==> config.mk <==
export PLATFORM = sky130hd
export DESIGN_NAME = ap_dedupe_best_signal_sort
export DESIGN_NICKNAME = d
export VERILOG_FILES = /design/src/design/apdbs_pkg.sv /design/src/design/apdbs_ram.sv /design/src/design/ap_dedupe_best_signal_sort.sv
export SDC_FILE = /design/constraint.sdc
export NUM_CORES = 2
export LEC_CHECK = 0
export BUFFER_PORTS_ARGS = -buffer_cell sky130_fd_sc_hd__buf_2
export CORE_MARGIN = 8
export CORE_UTILIZATION = 56
export CTS_CLUSTER_SIZE = 20
export DETAILED_ROUTE_END_ITERATION = 10
export GPL_TIMING_DRIVEN = 0
export PLACE_DENSITY = 0.75
export REMOVE_ABC_BUFFERS = 1
export SETUP_SLACK_MARGIN = 0.1
export SLEW_MARGIN = 5
export SYNTH_ARGS = -nofsm -noshare
export SYNTH_HDL_FRONTEND = slang
export SYNTH_HIERARCHICAL = 1
export SYNTH_MEMORY_MAX_BITS = 65536
export SYNTH_SLANG_ARGS = --single-unit
==> constraint.sdc <==
create_clock -name clk -period 20.4 [get_ports clk]
set_input_delay 2.04 -clock clk [delete_from_list [all_inputs] [get_ports clk]]
set_output_delay 2.04 -clock clk [all_outputs]
set_load 0.02 [all_outputs]
==> src/design/apdbs_pkg.sv <==
// shared constants and name canonicalization for the access-point list filter
`default_nettype none

package apdbs_pkg;

	localparam int LIST_DEPTH_DEF = 16;
	localparam int NAME_BYTES     = 32;
	localparam int NAME_BITS      = NAME_BYTES * 8;
	localparam int LEVEL_W        = 8;
	localparam int ORIGIN_W       = 4;
	localparam int ENTRY_W        = LEVEL_W + ORIGIN_W;
	localparam int TOTAL_W        = 5;

	// clear every byte after the first zero byte
	function automatic logic [NAME_BITS-1:0] canon_name(input logic [NAME_BITS-1:0] raw);
		logic [NAME_BYTES-1:0] zero_b;
		logic [NAME_BYTES-1:0] below;
		logic [NAME_BITS-1:0]  kept;
		for (int b = 0; b < NAME_BYTES; b++) begin
			zero_b[b] = (raw[8*b +: 8] == 8'h00);
		end
		for (int b = 0; b < NAME_BYTES; b++) begin
			below = zero_b & ((NAME_BYTES'(1) << b) - NAME_BYTES'(1));
			kept[8*b +: 8] = (below == '0) ? raw[8*b +: 8] : 8'h00;
		end
		return kept;
	endfunction

endpackage

`default_nettype wire

==> src/design/apdbs_ram.sv <==
// generic single-write, single-read ram with registered read data
`default_nettype none

module apdbs_ram #(
	parameter int WIDTH = 8,
	parameter int DEPTH = 16
) (
	input  wire logic                     clk,
	input  wire logic                     we,
	input  wire logic [$clog2(DEPTH)-1:0] waddr,
	input  wire logic [WIDTH-1:0]         wdata,
	input  wire logic [$clog2(DEPTH)-1:0] raddr,
	output logic      [WIDTH-1:0]         rdata
);

	logic [WIDTH-1:0] mem [DEPTH];
	logic [WIDTH-1:0] rdata_q;

	always_ff @(posedge clk) begin
		if (we) begin
			mem[waddr] <= wdata;
		end
		rdata_q <= mem[raddr];
	end

	assign rdata = rdata_q;

endmodule

`default_nettype wire

==> src/design/ap_dedupe_best_signal_sort.sv <==
// access-point list filter: dedupe by name keeping the strongest, then rank by strength
//
//   channel   handshake              payload
//   -------   ---------------------  -------------------------------------------------
//   record    start & !busy          name_word0..3, signal_level, record_index,
//                                    last_record
//   result    strobe (one cycle)     chosen_index, strength, final_entry,
//                                    distinct_total, overflowed
//
// per record: one name compare per cycle against the name ram, reads issued one
//   ahead, then an update on a hit or an append on a miss, and a return to idle
// the last record adds the exchange sort on the entry ram, then streams the n
//   results out
// reset clears the sequencer, entry count and drop flag; ram contents are not cleared
// busy is high for the whole of a record's work; results are one-cycle strobes that
//   the receiver cannot stall
`default_nettype none

module ap_dedupe_best_signal_sort
	import apdbs_pkg::*;
#(
	parameter int LIST_DEPTH = LIST_DEPTH_DEF
) (
	input  wire logic                       clk,
	input  wire logic                       arst_n,
	input  wire logic                       start,
	output logic                            busy,
	input  wire logic [63:0]                name_word0,
	input  wire logic [63:0]                name_word1,
	input  wire logic [63:0]                name_word2,
	input  wire logic [63:0]                name_word3,
	input  wire logic signed [LEVEL_W-1:0]  signal_level,
	input  wire logic [ORIGIN_W-1:0]        record_index,
	input  wire logic                       last_record,
	output logic                            strobe,
	output logic [ORIGIN_W-1:0]             chosen_index,
	output logic signed [LEVEL_W-1:0]       strength,
	output logic                            final_entry,
	output logic [TOTAL_W-1:0]              distinct_total,
	output logic                            overflowed
);

	localparam int AW = $clog2(LIST_DEPTH);
	localparam int CW = $clog2(LIST_DEPTH + 1);

	// sequencer states
	localparam logic [2:0] S_IDLE     = 3'd0;
	localparam logic [2:0] S_SCAN     = 3'd1;
	localparam logic [2:0] S_APPEND   = 3'd2;
	localparam logic [2:0] S_SORT_LD  = 3'd3;
	localparam logic [2:0] S_SORT_CUR = 3'd4;
	localparam logic [2:0] S_SORT_J   = 3'd5;
	localparam logic [2:0] S_EMIT     = 3'd6;

	logic [2:0]               state_q;
	logic [CW-1:0]            ptr_q;      // issue pointer shared by scan, inner sort and emit
	logic [CW-1:0]            i_q;        // outer sort index
	logic                     pend_q;     // a read issued last cycle, data now on the ram port
	logic [AW-1:0]            pidx_q;     // address of that read
	logic [CW-1:0]            count_q;
	logic                     drop_q;

	// captured record
	logic [NAME_BITS-1:0]     name_q;
	logic signed [LEVEL_W-1:0] level_q;
	logic [ORIGIN_W-1:0]      origin_q;
	logic                     last_q;

	// entry held in hand during one outer sort pass
	logic [ENTRY_W-1:0]       cur_q;

	// result registers
	logic                     strobe_q;
	logic [ORIGIN_W-1:0]      chosen_q;
	logic [LEVEL_W-1:0]       strength_q;
	logic                     final_q;
	logic [TOTAL_W-1:0]       total_q;
	logic                     ovf_q;

	// ram ports
	logic                     name_we;
	logic [NAME_BITS-1:0]     name_rdata;
	logic                     ent_we;
	logic [AW-1:0]            ent_waddr;
	logic [ENTRY_W-1:0]       ent_wdata;
	logic [AW-1:0]            ent_raddr;
	logic [ENTRY_W-1:0]       ent_rdata;

	logic                     issue;
	logic                     has_room;
	logic                     name_hit;
	logic signed [LEVEL_W-1:0] rd_level;
	logic signed [LEVEL_W-1:0] cur_level;

	assign issue     = (ptr_q < count_q);
	assign has_room  = (count_q < CW'(LIST_DEPTH));
	assign name_hit  = pend_q && (name_rdata == name_q);
	assign rd_level  = $signed(ent_rdata[ENTRY_W-1 -: LEVEL_W]);
	assign cur_level = $signed(cur_q[ENTRY_W-1 -: LEVEL_W]);

	assign name_we   = (state_q == S_APPEND) && has_room;
	assign ent_raddr = (state_q == S_SORT_LD) ? i_q[AW-1:0] : ptr_q[AW-1:0];

	// one write port on the entry ram, shared by update, append, sort swaps and the settle of each sort pass
	always_comb begin
		ent_we    = 1'b0;
		ent_waddr = pidx_q;
		ent_wdata = {level_q, origin_q};
		case (state_q)
			S_SCAN: begin
				// equal name: replace only when strictly stronger
				if (name_hit && (level_q > rd_level)) begin
					ent_we = 1'b1;
				end
			end
			S_APPEND: begin
				ent_we    = has_room;
				ent_waddr = count_q[AW-1:0];
			end
			S_SORT_J: begin
				if (pend_q && (cur_level < rd_level)) begin
					// swap: held entry goes to slot j, slot j's entry is taken in hand
					ent_we    = 1'b1;
					ent_wdata = cur_q;
				end else if (!issue && !pend_q) begin
					// inner pass done: the held entry settles at slot i
					ent_we    = 1'b1;
					ent_waddr = i_q[AW-1:0];
					ent_wdata = cur_q;
				end
			end
			default: begin
				ent_we = 1'b0;
			end
		endcase
	end

	apdbs_ram #(
		.WIDTH (NAME_BITS),
		.DEPTH (LIST_DEPTH)
	) u_name_ram (
		.clk   (clk),
		.we    (name_we),
		.waddr (count_q[AW-1:0]),
		.wdata (name_q),
		.raddr (ptr_q[AW-1:0]),
		.rdata (name_rdata)
	);

	apdbs_ram #(
		.WIDTH (ENTRY_W),
		.DEPTH (LIST_DEPTH)
	) u_entry_ram (
		.clk   (clk),
		.we    (ent_we),
		.waddr (ent_waddr),
		.wdata (ent_wdata),
		.raddr (ent_raddr),
		.rdata (ent_rdata)
	);

	// record capture, name canonicalized on the way in
	always_ff @(posedge clk) begin
		if ((state_q == S_IDLE) && start) begin
			name_q   <= canon_name({name_word3, name_word2, name_word1, name_word0});
			level_q  <= signal_level;
			origin_q <= record_index;
			last_q   <= last_record;
		end
	end

	// held entry for the sort
	always_ff @(posedge clk) begin
		if (state_q == S_SORT_CUR) begin
			cur_q <= ent_rdata;
		end else if ((state_q == S_SORT_J) && pend_q && (cur_level < rd_level)) begin
			cur_q <= ent_rdata;
		end
	end

	// result payload
	always_ff @(posedge clk) begin
		if ((state_q == S_EMIT) && pend_q) begin
			chosen_q   <= ent_rdata[ORIGIN_W-1:0];
			strength_q <= ent_rdata[ENTRY_W-1 -: LEVEL_W];
			final_q    <= ((CW'(pidx_q) + CW'(1)) == count_q);
			total_q    <= TOTAL_W'(count_q);
			ovf_q      <= drop_q;
		end
	end

	// sequencer
	always_ff @(posedge clk or negedge arst_n) begin
		if (!arst_n) begin
			state_q  <= S_IDLE;
			ptr_q    <= '0;
			i_q      <= '0;
			pend_q   <= 1'b0;
			pidx_q   <= '0;
			count_q  <= '0;
			drop_q   <= 1'b0;
			strobe_q <= 1'b0;
		end else begin
			strobe_q <= (state_q == S_EMIT) && pend_q;
			case (state_q)
				S_IDLE: begin
					if (start) begin
						ptr_q   <= '0;
						pend_q  <= 1'b0;
						state_q <= S_SCAN;
					end
				end
				S_SCAN: begin
					// one name compare per cycle, reads issued one ahead
					if (name_hit) begin
						pend_q  <= 1'b0;
						i_q     <= '0;
						state_q <= last_q ? S_SORT_LD : S_IDLE;
					end else if (!issue && !pend_q) begin
						state_q <= S_APPEND;
					end else begin
						pend_q <= issue;
						pidx_q <= ptr_q[AW-1:0];
						if (issue) begin
							ptr_q <= ptr_q + CW'(1);
						end
					end
				end
				S_APPEND: begin
					if (has_room) begin
						count_q <= count_q + CW'(1);
					end else begin
						drop_q <= 1'b1;
					end
					i_q     <= '0;
					state_q <= last_q ? S_SORT_LD : S_IDLE;
				end
				S_SORT_LD: begin
					if (i_q < count_q) begin
						state_q <= S_SORT_CUR;
					end else begin
						ptr_q   <= '0;
						pend_q  <= 1'b0;
						state_q <= S_EMIT;
					end
				end
				S_SORT_CUR: begin
					ptr_q   <= i_q + CW'(1);
					pend_q  <= 1'b0;
					state_q <= S_SORT_J;
				end
				S_SORT_J: begin
					if (!issue && !pend_q) begin
						i_q     <= i_q + CW'(1);
						state_q <= S_SORT_LD;
					end else begin
						pend_q <= issue;
						pidx_q <= ptr_q[AW-1:0];
						if (issue) begin
							ptr_q <= ptr_q + CW'(1);
						end
					end
				end
				S_EMIT: begin
					if (!issue && !pend_q) begin
						// list delivered, clear it and return to idle for a fresh scan
						count_q <= '0;
						drop_q  <= 1'b0;
						state_q <= S_IDLE;
					end else begin
						pend_q <= issue;
						pidx_q <= ptr_q[AW-1:0];
						if (issue) begin
							ptr_q <= ptr_q + CW'(1);
						end
					end
				end
				default: begin
					state_q <= S_IDLE;
				end
			endcase
		end
	end

	assign busy           = (state_q != S_IDLE);
	assign strobe         = strobe_q;
	assign chosen_index   = chosen_q;
	assign strength       = $signed(strength_q);
	assign final_entry    = final_q;
	assign distinct_total = total_q;
	assign overflowed     = ovf_q;

endmodule

`default_nettype wire
==> results.toml <==
[global_routing]
grt_overflow_total = 0
grtUsageTotal_pct = 29.4
antenna_found_initial = 62
grt_max_degree = 60
grt_pass1_vias = 95800
grt_pass1_wl_um = 726000

[yosys]
ys_seq_area_share_pct = 78.3
ys.flop_type = "edfxtp_1"
synth_enable_flop_cells = 4588
synth_area_per_cell_um2 = 21.7
syn_inst = 8463
yosys.cell_types.count = 77
synth_area_um2 = 184000
yosysWarnings = 6
ys_ff_latch = 4881
async_reset_ff_share_pct = 0.512

[setup_path]
cpMostUsedCell = "nand4_1"
cp_top_family = "simple AND/OR/NAND/NOR gates"
rr_worst_depth = 9
setup.worst_path.start_class = "flip-flop"
arrival_ns = 7.87
ff2ff_setup_slack_ns = 13.12
timing.rr.start = "name_q[63]"
crit_chain = "xnor2_1, nand4_1, nor4_1, nand4_1, nor4_4, nand4_1, o21ai_1, nand3b_1, nor2_1"
slowest_delay_ns = 1.17
path_class = "flip-flop to flip-flop"
cp-end-kind = "flip-flop"
crit_slowest_cell = "xnor2_1"
r2r-end = "u_entry_ram/mem[6][1]"
critPathBufInv = 0
critPathMaxFanout = 17
cp.required_ns = 20.99

[timing]
fin_crit_sh_pct = 35.7
hold_viol_final = 0
finalSetupTns_ns = 0
grt_setup_unrepaired = "no"
worst_pin_slew_ns = 1.46
fin_crit_ns = 7.28
timing.hold.ws_ns = 0.436
skew_ns = 0.0505
timing.fmax_mhz = 137
setup_slack_ns = 13.12
maxSlewViolCount = 0
setup_violations = 0
worst_slew_margin_rel_pct = 1.96

[clock_tree]
h-tree-depth = 5
cts_inserted_buffers = 453
cts_hold_buf = 0
postCtsSetupBuffers = 0
clock_path_buffers = 4
cts_sinks = 4881
cts_root_buf = "clkbuf_16"
cts_tree = "done"
cts.clk_slew.worst_paths_ns = 0.06
ctsResizeCount = 0
clkLatencyLatePin_ns = 1.01

[drt]
avgRoutedWirePerCell_um = 36.9
routed-wl-met3_um = 63600
met2WireLength_um = 243000
m1WireLength_um = 177000
drc = 0
viasPerCell = 6.81
drtPass1Iterations = 8
top_layer_used = "met5"
initialDrtViolationCount = 14300
antenna_left = 0
wl_um = 520000
num_vias = 95900

[layout]
nFillCells = 20000
areaGrowthSynthToFinish_pct = 15.8
finalNetCount = 9596
final_core_utilization_pct = 65.1
drive_above_1_share_pct = 27.6

[place]
post-place-ws_ns = 12.80
port_buffers = 292
dp_hpwl_um = 337000
gp_congestion = 0.899

[worst_hold_path]
min_path_cells = 0
holdCritPathClass = "flip-flop to flip-flop"
worstHoldEndpoint = "cur_q[1]"
min_from = "u_entry_ram/rdata[1]"

[run]
drv_cap = 0

[floorplan]
die_x_um = 589
dieHeight_um = 589
dieArea_um2 = 347000
core_area_um2 = 327000
rows = 210
start_util_pct = 56.2
pin_count = 293

[power]
power.density_nw_per_um2 = 130
total_leakage_power_nw = 68.1
vdd_drop_max_v = 0.0000958

[run_status]
outcome = "finished, final reports clean"
sequential cells by signal, indices dropped and copies added (netlist names), 8 cells and up:
name	count
level_q	8
u_entry_ram/rdata	12
name_q	256
cur_q	12
strength	8
u_entry_ram/mem	192
u_name_ram/rdata	256
u_name_ram/mem	4096
cells in the final DEF, fill, tap and decap left out, types with 76 or more instances in the layout:
cell type	synthesis	final
and2_1	109	106
nand2_1	277	277
buf_2	96	292
nand4_1	95	95
a22oi_1	478	478
nor4_1	84	76
edfxtp_1	4588	4588
buf_16	0	93
and3_1	156	155
clkbuf_16	0	463
dfxtp_1	268	268
clkinv_2	0	92
buf_12	2	208
clkbuf_1	174	106
mux2_2	111	110
buf_4	91	94
xnor2_1	173	168
mux4_2	1001	1001
nand2b_1	133	132
worst max-delay path by stage:
stage                             start                     to  slack, ns  cells after the start
after floorplan                ptr_q[0]  u_name_ram/rdata[107]     -22.49                      3
after global placement         ptr_q[1]  u_name_ram/rdata[162]     -67.46                      3
after detailed placement  name_word0[6]            name_q[248]      12.80                     10
after CTS                    name_q[63]  u_entry_ram/mem[1][4]      13.03                      9
after global routing         name_q[63]  u_entry_ram/mem[6][6]      13.09                      9
final                        name_q[63]  u_entry_ram/mem[6][1]      13.12                      9
cells by family (layout without fill, tap and decap cells):
logic type	after synthesis	after routing	share of synthesized area (%)
flip-flops	4881	4881	78.3
adder cells (fa/ha/maj)	27	27	0.184
AND/OR/NAND/NOR	1069	1069	3.23
multiplexers	1178	1178	13.5
buffers and inverters	449	1689	1.23
AO/OA/AOI/OAI	669	669	2.72
XOR/XNOR	190	190	0.906
other	0	44	0
final cells by class:
class	count	area [µm²]	area share, %
Clock inverter	242	2650	1.25
Inverter	56	210	0.0988
Tap cell	4346	5440	2.56
Multi-Input combinational cell	3133	38000	17.9
Sequential cell	4881	144000	67.6
Timing Repair Buffer	772	9890	4.65
Antenna cell	44	110	0.0518
Clock buffer	619	12700	5.96
per-stage QoR:
stage          cells  power [mW]  cell area, µm²
2_1_floorplan   8070        19.9          182000
3_3_place_gp   12700        21.9          189000
3_5_place_dp   13200        18.9          197000
4_1_cts        14000        27.6          213000
5_1_grt        14100        28.3          213000
6_report       14100        27.6          213000
Yosys cell counts, types with 56 or more instances:
cell type	n	share of area [%]
a22oi_1	478	2.0
and2_1	109	0.37
and3_1	156	0.53
buf_2	96	0.26
buf_4	91	0.37
clkbuf_1	174	0.36
dfxtp_1	268	2.9
edfxtp_1	4588	75
inv_1	56	0.11
mux2_2	111	0.68
mux4_2	1001	12
nand2_1	277	0.57
nand2b_1	133	0.45
nand4_1	95	0.32
nor2_1	57	0.12
nor2b_1	61	0.21
nor4_1	84	0.29
xnor2_1	173	0.82
power by group:
group,total [mW],switching [mW],internal (mW)
clock,8.69,3.71,4.98
sequential,12.5,0.654,11.9
combinational,6.39,3.55,2.85
total,27.6,7.91,19.7
layer usage:
metal	vias up	global-route usage, %
li1	37100	-
met1	50100	38.3
met2	7325	45.5
met3	1369	7.45
met4	20	17.1
met5	-	0
Power figures use the tool's default switching activity.
